[config.mk]
export PLATFORM = sky130hd
export DESIGN_NAME = bike_controller_serializer_unit
export DESIGN_NICKNAME = d
export VERILOG_FILES = /design/src/rtl/bcs_pkg.sv /design/src/rtl/bcs_frame.sv /design/src/rtl/bike_controller_serializer_unit.sv
export SDC_FILE = /design/constraint.sdc
export NUM_CORES = 1
export LEC_CHECK = 0
export BUFFER_PORTS_ARGS = -buffer_cell sky130_fd_sc_hd__buf_2
export CORE_MARGIN = 8
export CORE_UTILIZATION = 55
export CTS_BUF_LIST = sky130_fd_sc_hd__clkbuf_4
export DETAILED_ROUTE_END_ITERATION = 7
export HOLD_SLACK_MARGIN = 0.08
export PLACE_DENSITY = 0.8
export SLEW_MARGIN = 0
export SYNTH_ARGS = -nofsm -noshare
export SYNTH_HDL_FRONTEND = slang
export SYNTH_SLANG_ARGS = --single-unit
[constraint.sdc]
create_clock -name clk -period 11.72 [get_ports clk]
set_input_delay 2.344 -clock clk [delete_from_list [all_inputs] [get_ports clk]]
set_output_delay 2.344 -clock clk [all_outputs]
set_load 0.02 [all_outputs]
[src/rtl/bcs_pkg.sv]
// ----------------------------------------------------------------------------
// bcs_pkg
// shared types and constants of the bike controller serializer
// ----------------------------------------------------------------------------
package bcs_pkg;

  localparam logic [1:0] CMD_TICK   = 2'd0;
  localparam logic [1:0] CMD_STROBE = 2'd1;
  localparam logic [1:0] CMD_READ   = 2'd2;

  localparam logic [2:0] REG_STEER_LIMIT    = 3'd0;
  localparam logic [2:0] REG_BRAKE_LIMIT    = 3'd1;
  localparam logic [2:0] REG_THROTTLE_LIMIT = 3'd2;
  localparam logic [2:0] REG_ZONE_LOW       = 3'd3;
  localparam logic [2:0] REG_ZONE_MID       = 3'd4;
  localparam logic [2:0] REG_ZONE_HIGH      = 3'd5;

  localparam logic [6:0] STEER_LIMIT_RST    = 7'd20;
  localparam logic [6:0] BRAKE_LIMIT_RST    = 7'd20;
  localparam logic [6:0] THROTTLE_LIMIT_RST = 7'd20;
  localparam logic [6:0] ZONE_LOW_RST       = 7'd1;
  localparam logic [6:0] ZONE_MID_RST       = 7'd8;
  localparam logic [6:0] ZONE_HIGH_RST      = 7'd15;

  localparam logic [6:0] BRAKE_SHOW_LEVEL = 7'd8;

  localparam int WORD_A_W = 12;
  localparam int WORD_B_W = 11;

  typedef struct packed {
    logic [6:0] steer_limit;
    logic [6:0] brake_limit;
    logic [6:0] throttle_limit;
    logic [6:0] zone_low;
    logic [6:0] zone_mid;
    logic [6:0] zone_high;
  } cfg_t;

  typedef struct packed {
    logic attached;
    logic left;
    logic right;
    logic brake;
    logic throttle;
    logic shift;
    logic rear;
    logic select;
    logic start;
  } buttons_t;

endpackage

[src/rtl/bcs_frame.sv]
// ----------------------------------------------------------------------------
// bcs_frame
// frame tick logic: steering and level ramps, button latch, frame words
// ----------------------------------------------------------------------------
module bcs_frame (
  input  logic                          clk,
  input  logic                          rst,
  input  logic                          tick,
  input  bcs_pkg::buttons_t             btn,
  input  bcs_pkg::cfg_t                 cfg,
  output logic [bcs_pkg::WORD_A_W-1:0]  word_a,
  output logic [bcs_pkg::WORD_B_W-1:0]  word_b
);

  logic signed [7:0] steer_position, steer_position_next;
  logic [6:0] brake_level, brake_level_next;
  logic [6:0] throttle_level, throttle_level_next;
  logic [7:0] button_latch, button_latch_next;
  logic [bcs_pkg::WORD_A_W-1:0] word_a_next;
  logic [bcs_pkg::WORD_B_W-1:0] word_b_next;

  logic left_eff, right_eff;
  logic signed [8:0] pos9, lim9, zl9, zm9, zh9;
  logic right_far, left_far, right_fine, left_fine;
  logic brake_shown;
  logic [1:0] thr_code, brk_code;

  // 3 above high, 2 above mid, 1 above low, 0 none
  function automatic logic [1:0] zone_code(input logic [6:0] v, input bcs_pkg::cfg_t c);
    logic [1:0] code;
    if (v > c.zone_high) code = 2'd3;
    else if (v > c.zone_mid) code = 2'd2;
    else if (v > c.zone_low) code = 2'd1;
    else code = 2'd0;
    return code;
  endfunction

  always_comb begin
    left_eff  = btn.left & ~btn.right;
    right_eff = btn.right & ~btn.left;
    pos9 = 9'(steer_position);
    lim9 = signed'({2'b00, cfg.steer_limit});

    steer_position_next = steer_position;
    if (!left_eff && !right_eff) begin
      if (steer_position > 8'sd0) steer_position_next = steer_position - 8'sd1;
      else if (steer_position < 8'sd0) steer_position_next = steer_position + 8'sd1;
    end else if (left_eff) begin
      if (pos9 > -lim9) steer_position_next = steer_position - 8'sd1;
    end else begin
      if (pos9 < lim9) steer_position_next = steer_position + 8'sd1;
    end

    brake_level_next = brake_level;
    if (btn.brake) begin
      if (brake_level < cfg.brake_limit) brake_level_next = brake_level + 7'd1;
    end else if (brake_level != 7'd0) begin
      brake_level_next = brake_level - 7'd1;
    end

    throttle_level_next = throttle_level;
    if (btn.throttle) begin
      if (throttle_level < cfg.throttle_limit) throttle_level_next = throttle_level + 7'd1;
    end else if (throttle_level != 7'd0) begin
      throttle_level_next = throttle_level - 7'd1;
    end

    // bit 7 gear flag, bit 6 shift held
    button_latch_next = {button_latch[7:6], 6'b0};
    if (btn.shift) begin
      if (!button_latch[6]) button_latch_next[7:6] = {~button_latch[7], 1'b1};
    end else begin
      button_latch_next[6] = 1'b0;
    end
    button_latch_next[0] = btn.rear;
    button_latch_next[4] = btn.select;
    button_latch_next[5] = btn.start;

    pos9 = 9'(steer_position_next);
    zl9  = signed'({2'b00, cfg.zone_low});
    zm9  = signed'({2'b00, cfg.zone_mid});
    zh9  = signed'({2'b00, cfg.zone_high});
    right_far  = 1'b0;
    left_far   = 1'b0;
    right_fine = 1'b0;
    left_fine  = 1'b0;
    if (pos9 > 9'sd0) begin
      if (pos9 > zh9) begin
        right_far  = 1'b1;
        right_fine = 1'b1;
      end else if (pos9 > zm9) begin
        right_far = 1'b1;
      end else if (pos9 > zl9) begin
        right_fine = 1'b1;
      end
    end else begin
      if (pos9 < -zh9) begin
        left_far  = 1'b1;
        left_fine = 1'b1;
      end else if (pos9 < -zm9) begin
        left_far = 1'b1;
      end else if (pos9 < -zl9) begin
        left_fine = 1'b1;
      end
    end

    brake_shown = !(throttle_level_next > bcs_pkg::BRAKE_SHOW_LEVEL ||
                    brake_level_next < bcs_pkg::BRAKE_SHOW_LEVEL);
    thr_code = zone_code(throttle_level_next, cfg);
    brk_code = zone_code(brake_level_next, cfg);

    word_a_next = {button_latch_next[0], button_latch_next[7], brake_shown,
                   left_fine, right_fine, left_far, right_far, 5'b00000};

    word_b_next = '0;
    word_b_next[10] = button_latch_next[5];
    word_b_next[9]  = button_latch_next[4];
    if (brake_shown) begin
      word_b_next[4] = (brk_code == 2'd3);
      word_b_next[5] = (brk_code == 2'd2);
      word_b_next[6] = (brk_code == 2'd1);
    end else begin
      word_b_next[3] = (thr_code == 2'd3);
      word_b_next[7] = (thr_code == 2'd2);
      word_b_next[8] = (thr_code == 2'd1);
    end
  end

  always_ff @(posedge clk) begin
    if (rst) begin
      steer_position <= '0;
      brake_level    <= '0;
      throttle_level <= '0;
      button_latch   <= '0;
      word_a         <= '0;
      word_b         <= '0;
    end else if (tick) begin
      if (!btn.attached) begin
        steer_position <= '0;
        brake_level    <= '0;
        throttle_level <= '0;
        button_latch   <= '0;
        word_a         <= '0;
        word_b         <= '0;
      end else begin
        steer_position <= steer_position_next;
        brake_level    <= brake_level_next;
        throttle_level <= throttle_level_next;
        button_latch   <= button_latch_next;
        word_a         <= word_a_next;
        word_b         <= word_b_next;
      end
    end
  end

endmodule

[src/rtl/bike_controller_serializer_unit.sv]
// ----------------------------------------------------------------------------
// bike_controller_serializer_unit: one item per cycle while item_ready; a frame
// tick or strobe updates state at its accept edge, a read result is registered
// then and visible next cycle; ready falls only while a result waits unread;
// synchronous reset clears state and loads register defaults, no clearing pass
// ----------------------------------------------------------------------------
module bike_controller_serializer_unit (
  input  logic        clk,
  input  logic        rst,
  input  logic        psel,
  input  logic        penable,
  input  logic        pwrite,
  input  logic [4:0]  paddr,
  input  logic [31:0] pwdata,
  output logic [31:0] prdata,
  output logic        pready,
  input  logic        item_valid,
  output logic        item_ready,
  input  logic [1:0]  command,
  input  logic        attached,
  input  logic        press_left,
  input  logic        press_right,
  input  logic        press_brake,
  input  logic        press_throttle,
  input  logic        press_shift,
  input  logic        press_rear,
  input  logic        press_select,
  input  logic        press_start,
  input  logic        strobe_value,
  input  logic        port_chosen,
  output logic        result_valid,
  input  logic        result_ready,
  output logic [4:0]  read_bits
);

  bcs_pkg::cfg_t cfg;
  bcs_pkg::buttons_t btn;
  logic [bcs_pkg::WORD_A_W-1:0] word_a, shift_reg_a;
  logic [bcs_pkg::WORD_B_W-1:0] word_b, shift_reg_b;
  logic strobe_level;
  logic accept, cfg_write;
  logic [2:0] reg_index;

  assign pready     = 1'b1;
  assign reg_index  = paddr[4:2];
  assign cfg_write  = psel && penable && pwrite && pready;
  assign item_ready = !result_valid || result_ready;
  assign accept     = item_valid && item_ready;

  always_ff @(posedge clk) begin
    if (rst) begin
      cfg.steer_limit    <= bcs_pkg::STEER_LIMIT_RST;
      cfg.brake_limit    <= bcs_pkg::BRAKE_LIMIT_RST;
      cfg.throttle_limit <= bcs_pkg::THROTTLE_LIMIT_RST;
      cfg.zone_low       <= bcs_pkg::ZONE_LOW_RST;
      cfg.zone_mid       <= bcs_pkg::ZONE_MID_RST;
      cfg.zone_high      <= bcs_pkg::ZONE_HIGH_RST;
    end else if (cfg_write) begin
      case (reg_index)
        bcs_pkg::REG_STEER_LIMIT:    cfg.steer_limit    <= pwdata[6:0];
        bcs_pkg::REG_BRAKE_LIMIT:    cfg.brake_limit    <= pwdata[6:0];
        bcs_pkg::REG_THROTTLE_LIMIT: cfg.throttle_limit <= pwdata[6:0];
        bcs_pkg::REG_ZONE_LOW:       cfg.zone_low       <= pwdata[6:0];
        bcs_pkg::REG_ZONE_MID:       cfg.zone_mid       <= pwdata[6:0];
        bcs_pkg::REG_ZONE_HIGH:      cfg.zone_high      <= pwdata[6:0];
        default: ;
      endcase
    end
  end

  always_comb begin
    case (reg_index)
      bcs_pkg::REG_STEER_LIMIT:    prdata = 32'(cfg.steer_limit);
      bcs_pkg::REG_BRAKE_LIMIT:    prdata = 32'(cfg.brake_limit);
      bcs_pkg::REG_THROTTLE_LIMIT: prdata = 32'(cfg.throttle_limit);
      bcs_pkg::REG_ZONE_LOW:       prdata = 32'(cfg.zone_low);
      bcs_pkg::REG_ZONE_MID:       prdata = 32'(cfg.zone_mid);
      bcs_pkg::REG_ZONE_HIGH:      prdata = 32'(cfg.zone_high);
      default:                     prdata = '0;
    endcase
  end

  always_comb begin
    btn.attached = attached;
    btn.left     = press_left;
    btn.right    = press_right;
    btn.brake    = press_brake;
    btn.throttle = press_throttle;
    btn.shift    = press_shift;
    btn.rear     = press_rear;
    btn.select   = press_select;
    btn.start    = press_start;
  end

  bcs_frame u_frame (
    .clk    (clk),
    .rst    (rst),
    .tick   (accept && command == bcs_pkg::CMD_TICK),
    .btn    (btn),
    .cfg    (cfg),
    .word_a (word_a),
    .word_b (word_b)
  );

  // strobe and shift registers
  always_ff @(posedge clk) begin
    if (rst) begin
      strobe_level <= 1'b0;
      shift_reg_a  <= '0;
      shift_reg_b  <= '0;
    end else if (accept) begin
      if (command == bcs_pkg::CMD_STROBE) begin
        strobe_level <= strobe_value;
        if (strobe_level && !strobe_value) begin
          shift_reg_a <= word_a;
          shift_reg_b <= word_b;
        end
      end else if (command == bcs_pkg::CMD_READ && port_chosen) begin
        shift_reg_a <= shift_reg_a >> 1;
        shift_reg_b <= shift_reg_b >> 1;
      end
    end
  end

  // result register
  always_ff @(posedge clk) begin
    if (rst) begin
      result_valid <= 1'b0;
    end else if (accept && command == bcs_pkg::CMD_READ) begin
      result_valid <= 1'b1;
    end else if (result_ready) begin
      result_valid <= 1'b0;
    end
  end

  always_ff @(posedge clk) begin
    if (accept && command == bcs_pkg::CMD_READ) begin
      read_bits <= port_chosen ? {shift_reg_a[4], shift_reg_b[3], 3'b000} : 5'b00000;
    end
  end

endmodule

Yosys cells after proc, flatten, opt, wreduce, memory -nomap -nowiden
Index checks and enable logic that the tools add are counted.
{"block": "word_totals", "register_bits": 125, "elab_cells": 150}
{"block": "classes", "addsub": 10, "n_reduce_logical": 29, "n_lt_le_gt_ge": 21, "mux": 53, "bitwise_logic": 5, "n_eq_ne": 14}
{"cell": "8-bit two-way mux", "count": 8}
{"cell": "7-bit two-way mux", "count": 8}
{"cell": "12-bit two-way mux", "count": 4}
{"cell": "11-bit two-way mux", "count": 4}
{"cell": "7-bit > comparator", "count": 6}
{"cell": "7-bit case mux with 6 select lines", "count": 1}
{"cell": "7-bit negator with 9-bit output", "count": 4}
{"cell": "8-bit by 9-bit less-than comparator with 1-bit output", "count": 3}
{"cell": "8-bit > comparator", "count": 3}
{"cell": "1-bit two-way mux", "count": 21}
{"cell": "8-bit by 1-bit > comparator with 1-bit output, second input constant", "count": 2}
{"cell": "7-bit by 1-bit adder with 7-bit output, second input constant", "count": 2}
{"cell": "7-bit less-than comparator", "count": 2}
{"cell": "2-bit AND reduction", "count": 7}
{"cell": "7-bit nonzero test", "count": 2}
{"cell": "7-bit by 1-bit subtractor with 7-bit output, second input constant", "count": 2}
{"cell": "2-bit two-way mux", "count": 6}
{"cell": "2-bit equality test, second input constant", "count": 5}
{"cell": "8-bit by 9-bit > comparator with 1-bit output", "count": 1}
{"cell": "8-bit by 2-bit adder with 8-bit output, second input constant", "count": 1}
{"cell": "1-bit logical AND", "count": 8}
{"cell": "8-bit by 1-bit less-than comparator with 1-bit output, second input constant", "count": 1}
{"cell": "8-bit less-than comparator", "count": 1}
{"cell": "8-bit by 2-bit subtractor with 8-bit output, second input constant", "count": 1}
{"cell": "16 further kinds", "count": 29}

Logic depth before layout (Yosys ltp)
Gate-level depths: netlist of run 1.
{"block": "depth", "ltp_word": 11, "depth_mapped": 22}

Cells and area by module
From an unflattened synthesis of run 1, not the netlist that was laid out.
{"block": "hier_totals", "hier_cells": 1108, "hier_area_um2": 9004.9}
{"mod": "bcs_frame", "area_per_inst_um2": 6000.8, "seq_area_each_um2": 760.7, "instances": 1, "cells_each": 784}
{"mod": "bike_controller_serializer_unit", "area_per_inst_um2": 3004.1, "seq_area_each_um2": 1261.2, "instances": 1, "cells_each": 324}

Least setup slack after synthesis of run 1
No wires, ideal clock.
{"block": "synth_path", "kind": "input -> output", "start": "input port paddr[3]", "end": "output port prdata[0]", "required_ns": 9.376, "t_arrival_ns": 3.593, "slack_ns": 5.783, "cell_stages": 6, "cell_sequence": "clkbuf_1 > buf_1 > mux2i_1 > nor2_1 > a21oi_1 > o221ai_1"}
{"block": "synth_between", "elab_chain_len": 2, "elab_cells_between_ends": 7, "cone_classes": "eq/ne (5); mux (1); reduce/logical (1)"}
{"item": "from (decl)", "line": "bike_controller_serializer_unit.sv:13", "text": "input logic [4:0] paddr,"}
{"item": "3-bit equality test (tied with other cells)", "line": "bike_controller_serializer_unit.sv:72", "text": "case (reg_index)"}
{"item": "7-bit case mux with 6 select lines (*)", "line": "bike_controller_serializer_unit.sv:72"}
{"item": "to (decl)", "line": "bike_controller_serializer_unit.sv:15", "text": "output logic [31:0] prdata,"}
Mark *: on every way between the ends. The rest lies on a longest branch, timed or not.

Worst setup path after layout of run 1
{"block": "layout_path", "start": "input port paddr[2]", "end": "output port prdata[2]"}
The elaborated chain is that of the path after synthesis.

==> impl_metrics.env, run 1 <==
export IMPL_synth_compound_area_frac=0.210
export IMPL_yosysWarnings=0
export IMPL_cp_end_kind="output pin"
export IMPL_switching_share=0.334
export IMPL_instances_no_fill=1350
export IMPL_setup_viol=0
export IMPL_cts_buffers=9
export IMPL_p_int_mw=0.487
export IMPL_io_buffers=40
export IMPL_synth_top_family_by_area="simple AND/OR/NAND/NOR gates"
export IMPL_yosys_area_share_simple=0.212
export IMPL_rsz0062_at_grt="no"
export IMPL_r2r_start="cfg[35]$_SDFFE_PP0P_"
export IMPL_cts_root_buf="clkbuf_4"
export IMPL_grt_pass1_wl_um=37300
export IMPL_first_global_vias=7688
export IMPL_dp_hpwl_um=17200
export IMPL_timing_final_crit_share=0.505
export IMPL_fin_tns_setup_ns=0
export IMPL_synth_edf_count=2
export IMPL_clk_latency_ns=0.49
export IMPL_via_count=8183
export IMPL_antenna_found_initial=1
export IMPL_yosysSeqAreaShare=0.230
export IMPL_post_cts_resized=0
export IMPL_initial_core_util=0.557
export IMPL_avgSynthCellArea_um2=7.84
export IMPL_dr_pass1_iters=5
export IMPL_worst_hold_slack_ns=0.456
export IMPL_synth_area_um2=8790
export IMPL_drt_iter0_markers=620
export IMPL_die_y_um=142
export IMPL_period_needed_ns=5.92
export IMPL_postCtsSetupRepairBufs=0
export IMPL_rr_worst_depth=20
export IMPL_p_leak_nw=3.95
export IMPL_clock_skew_final_ns=0.0192
export IMPL_clock_sinks=100
export IMPL_final_common_cell="nor2_1"
export IMPL_wl_per_cell_um=16.9
export IMPL_drv_slew=0
export IMPL_final_cell_mix="144 x nor2_1, 128 x ha_1, 98 x dfxtp_1"
export IMPL_drt_drc_violations_left=0
export IMPL_dp_cells=1333
export IMPL_layout_drive_gt1_share=0.0706
export IMPL_p_seq_frac=0.483
export IMPL_critPathLaunchType="input port"
export IMPL_viasPerCell=6.06
export IMPL_gp_congestion=0.951
export IMPL_syn_inst=1121
export IMPL_grt_max_degree=91
export IMPL_fp_coreArea_um2=15800
export IMPL_async_reset_ff_frac=0
export IMPL_overflow=0
export IMPL_hold_class="flop to flop"
export IMPL_synth_main_ff_cell="dfxtp_1"
export IMPL_min_path_cells=2
export IMPL_postRouteAntennaNets=0
export IMPL_grt_usage=0.226
export IMPL_peakVddDrop_v=0.0000416
export IMPL_path_clk_slew_ns=0.14
export IMPL_final_util=0.580
export IMPL_nNetsFinal=1313
export IMPL_slew_headroom=0.219
export IMPL_drt_total_wl_um=22800
export IMPL_htree_levels=3
export IMPL_rows=46
export IMPL_power_density_nw_per_um2=80.0
export IMPL_ys_ff_latch=100
export IMPL_pwr_share_clk=0.262
export IMPL_pwr_share_comb=0.255
export IMPL_tightest_slew_ns=1.17
export IMPL_ys_types=83
export IMPL_cts_buffer_depth=2
export IMPL_cts_tree="built"
export IMPL_finalHoldViolations=0
export IMPL_area_delta_synth_final_pct=4.04
export IMPL_min_from="u_frame.word_a[9]$_SDFFE_PP0P_"
export IMPL_outcome="completed"
export IMPL_path_class="input port to output pin"
export IMPL_io_pins=97
export IMPL_die_area_um2=20300
export IMPL_p_sw_mw=0.245
export IMPL_regToRegSetupSlack_ns=6.61
export IMPL_critPathRequiredTime_ns=9.38
export IMPL_fmax_mhz=169
export IMPL_crit_start="paddr[2]"
export IMPL_hold_buffers=0
export IMPL_synth_adder_area_share=0.182
export IMPL_crit_path_max_fanout=18
export IMPL_synth_xor_area_frac=0.0289
export IMPL_cap_violations=0
export IMPL_synthMuxAreaShare=0.0548
export IMPL_die_width_um=142
export IMPL_crit_arrival_ns=3.58
-- metrics by stage --
stage	area, µm²	worst slack [ns]	power, mW
after floorplan	8890	5.78	0.504
after global placement	9000	5.66	0.538
after detailed placement	9000	5.63	0.544
after CTS	9140	5.81	0.731
after global routing	9140	5.67	0.770
final	9140	5.80	0.732
-- state kept, by name, indices dropped and copies added (netlist names) --
signal	count
u_frame.throttle_level	7
u_frame.button_latch	4
u_frame.steer_position	8
result_valid	1
read_bits	2
shift_reg_b	8
u_frame.word_b	6
u_frame.brake_level	7
strobe_level	1
cfg	42
u_frame.word_a	6
shift_reg_a	8
-- area by class of cell --
class	instances	area (µm²)
Clock buffer	11	82.6
Sequential cell	100	2020
Fill cell	1489	6630
Multi-Input combinational cell	890	6160
Antenna cell	1	2.50
Inverter	83	312
Clock inverter	5	60.1
Timing Repair Buffer	44	230
Tap cell	216	270
-- metal layers --
metal  wire [µm]  global-route usage  up-vias
met1        9820               0.274     3799
li1            -                   -     4024
met3        1720              0.0376       57
met2       10600               0.378      303
met4         707               0.115        0
met5           0                   0        -
-- cell usage after synthesis (all sizes together), types with 12 or more instances --
| cell | n | share of area |
|---|---|---|
| a21oi | 59 | 0.034 |
| nand4 | 13 | 0.0093 |
| nor3 | 38 | 0.022 |
| o21ai | 39 | 0.022 |
| a211o | 16 | 0.016 |
| mux2i | 47 | 0.054 |
| inv | 82 | 0.035 |
| nor2b | 16 | 0.011 |
| xnor2 | 21 | 0.021 |
| nor2 | 144 | 0.062 |
| clkbuf | 34 | 0.015 |
| nand2b | 15 | 0.011 |
| a21o | 12 | 0.010 |
| ha | 128 | 0.18 |
| a311oi | 15 | 0.017 |
| buf | 41 | 0.031 |
| nand2 | 89 | 0.038 |
| nand3 | 39 | 0.022 |
| dfxtp | 98 | 0.22 |
| a22oi | 20 | 0.017 |
-- cell families (layout without fill, tap and decap cells) --
group	Yosys count	count (layout)
AND/OR/NAND/NOR	397	397
adder cells (fa/ha/maj)	128	128
other	2	30
buffers and inverters	158	143
flip-flops	100	100
AO/OA/AOI/OAI	259	259
multiplexers	48	48
XOR/XNOR	29	29
-- critical path: stages --
cell and delay [ns]:
buf_2 0.34, inv_1 0.22, nor2_1 0.17, a21oi_1 0.10, o221ai_1 0.20, buf_2 0.21
-- path summary, 6_finish.rpt --
| kind | end |
|---|---|
| worst max-delay path | prdata[2] |
| worst min-delay path | u_frame.word_a[9]$_SDFFE_PP0P_ |
| worst max register to register | u_frame.word_a[8]$_SDFFE_PP0P_ |
| worst min register to register | u_frame.word_a[9]$_SDFFE_PP0P_ |
-- power by group through the flow --
stage	Sequential, mW	Clock [mW]	Combinational, mW
2_1_floorplan	0.358	0	0.146
3_5_place_dp	0.361	0	0.183
6_report	0.353	0.192	0.187
5_1_grt	0.354	0.207	0.208
4_1_cts	0.353	0.194	0.184
3_3_place_gp	0.360	0	0.178
Power figures use the tool's default switching activity.
==> run 2, diff against run 1 <==
Clock period 11.72 ns to 6 ns, I/O delays scaled along.
==> impl_metrics.env, run 2 (synthesis gave the netlist of run 1 again) <==
export IMPL_crit_arrival_ns=5.51
export IMPL_grt_pass1_wl_um=38300
export IMPL_cts_root_buf="clkbuf_4"
export IMPL_io_pins=97
export IMPL_hold_class="flop to flop"
export IMPL_path_class="flop to flop"
export IMPL_grt_max_degree=51
export IMPL_htree_levels=3
export IMPL_dr_pass1_iters=5
export IMPL_fill_cells=1511
export IMPL_crit_path_max_fanout=7
export IMPL_largest_register="cfg"
export IMPL_overflow=0
export IMPL_hold_buffers=0
export IMPL_wl_per_cell_um=17.3
export IMPL_postRouteAntennaNets=0
export IMPL_outcome="completed"
export IMPL_area_delta_synth_final_pct=4.13
export IMPL_grt_usage=0.232
export IMPL_nNetsFinal=1315
export IMPL_drt_iter0_markers=595
export IMPL_via_count=8226
export IMPL_postCtsSetupRepairBufs=0
export IMPL_viasPerCell=6.09
export IMPL_timing_final_crit_share=0.853
export IMPL_gp_congestion=0.933
export IMPL_clk_latency_ns=0.49
export IMPL_cp_end_kind="flop"
export IMPL_tightest_slew_ns=1.25
export IMPL_antenna_cells=0
export IMPL_slew_headroom=0.158
export IMPL_finalHoldViolations=0
export IMPL_final_cell_mix="144 x nor2_1, 128 x ha_1, 98 x dfxtp_1"
export IMPL_drt_total_wl_um=23400
export IMPL_die_y_um=142
export IMPL_clock_sinks=100
export IMPL_power_density_nw_per_um2=156
export IMPL_first_global_vias=7819
export IMPL_dp_hpwl_um=17500
export IMPL_fin_tns_setup_ns=0
export IMPL_drt_drc_violations_left=0
export IMPL_clock_skew_final_ns=0.0265
export IMPL_dp_cells=1335
export IMPL_period_needed_ns=5.12
export IMPL_io_buffers=40
export IMPL_instances_no_fill=1351
export IMPL_final_common_cell="nor2_1"
export IMPL_peakVddDrop_v=0.0000784
export IMPL_largest_reg_flops=42
export IMPL_cts_tree="built"
export IMPL_critPathLaunchType="flop"
export IMPL_rows=46
export IMPL_drv_slew=0
export IMPL_initial_core_util=0.557
export IMPL_cts_buffers=9
export IMPL_post_cts_resized=0
export IMPL_antenna_found_initial=0
export IMPL_path_clk_slew_ns=0.15
export IMPL_critPathRequiredTime_ns=6.39
export IMPL_die_width_um=142
export IMPL_p_leak_nw=3.95
export IMPL_layout_drive_gt1_share=0.0714
export IMPL_cap_violations=0
export IMPL_fp_coreArea_um2=15800
export IMPL_cts_buffer_depth=2
export IMPL_rsz0062_at_grt="no"
export IMPL_fmax_mhz=195
export IMPL_die_area_um2=20300
export IMPL_setup_viol=0
run 2: worst paths after layout:
path                                        from                              to  slack (ns)  depth (start not counted)
setup reg to reg            cfg[35]$_SDFFE_PP0P_  u_frame.word_a[8]$_SDFFE_PP0P_        0.88                         20
setup / recovery            cfg[35]$_SDFFE_PP0P_  u_frame.word_a[8]$_SDFFE_PP0P_        0.88                         20
hold / removal    u_frame.word_a[9]$_SDFFE_PP0P_  u_frame.word_a[9]$_SDFFE_PP0P_        0.46                          2
hold reg to reg   u_frame.word_a[9]$_SDFFE_PP0P_  u_frame.word_a[9]$_SDFFE_PP0P_        0.46                          2
run 2: metrics by stage:
step | hold WS [ns] | setup WS [ns] | utilization | instance area [µm²] | total power [mW]
floorplan | 0.423 | 1.52 | - | 8890 | 0.985
global placement | 0.434 | 1.13 | 0.571 | 9010 | 1.05
detailed placement | 0.437 | 0.990 | 0.571 | 9010 | 1.07
CTS | 0.458 | 0.929 | 0.580 | 9150 | 1.43
global route | 0.485 | 0.469 | 0.580 | 9150 | 1.51
finish | 0.458 | 0.883 | 0.580 | 9150 | 1.43
run 2: worst max-delay path, cell delays in order, from the launching register on:
cell and delay, ns:
dfxtp_1 0.51, inv_1 0.08, ha_1 0.24, nand2_1 0.12
xnor2_1 0.08, ha_1 0.33, nand4_1 0.15, o311a_1 0.41
o22ai_1 0.30, nor2_1 0.15, o32ai_1 0.54, xnor2_1 0.35
ha_1 0.26, inv_1 0.05, a211oi_1 0.23, o21bai_1 0.11
a211oi_1 0.29, o2bb2ai_1 0.15, a222oi_1 0.22, o21ai_0 0.18
a32o_2 0.29
run 2: metal layers:
metal,wire [µm],vias up,GRT usage
met5,0,-,0
met4,649,0,0.0990
met3,1250,59,0.0396
met2,11100,251,0.395
met1,10300,3900,0.283
li1,-,4016,-
run 2: power breakdown:
group	internal [mW]	switching (mW)	leakage [nW]	total [mW]
sequential	0.678	0.0115	0.811	0.690
combinational	0.138	0.231	3.07	0.369
clock	0.138	0.232	0.0774	0.370
total	0.954	0.475	3.95	1.43
run 2: area by class of cell:
cell class / count / area (µm²) / share of cell area
multi-input combinational: 890 / 6160 / 0.673
sequential: 100 / 2020 / 0.221
inverter: 83 / 312 / 0.0340
tap: 216 / 270 / 0.0295
timing repair buffer: 46 / 245 / 0.0268
clock buffer: 11 / 82.6 / 0.00902
clock inverter: 5 / 60.1 / 0.00656
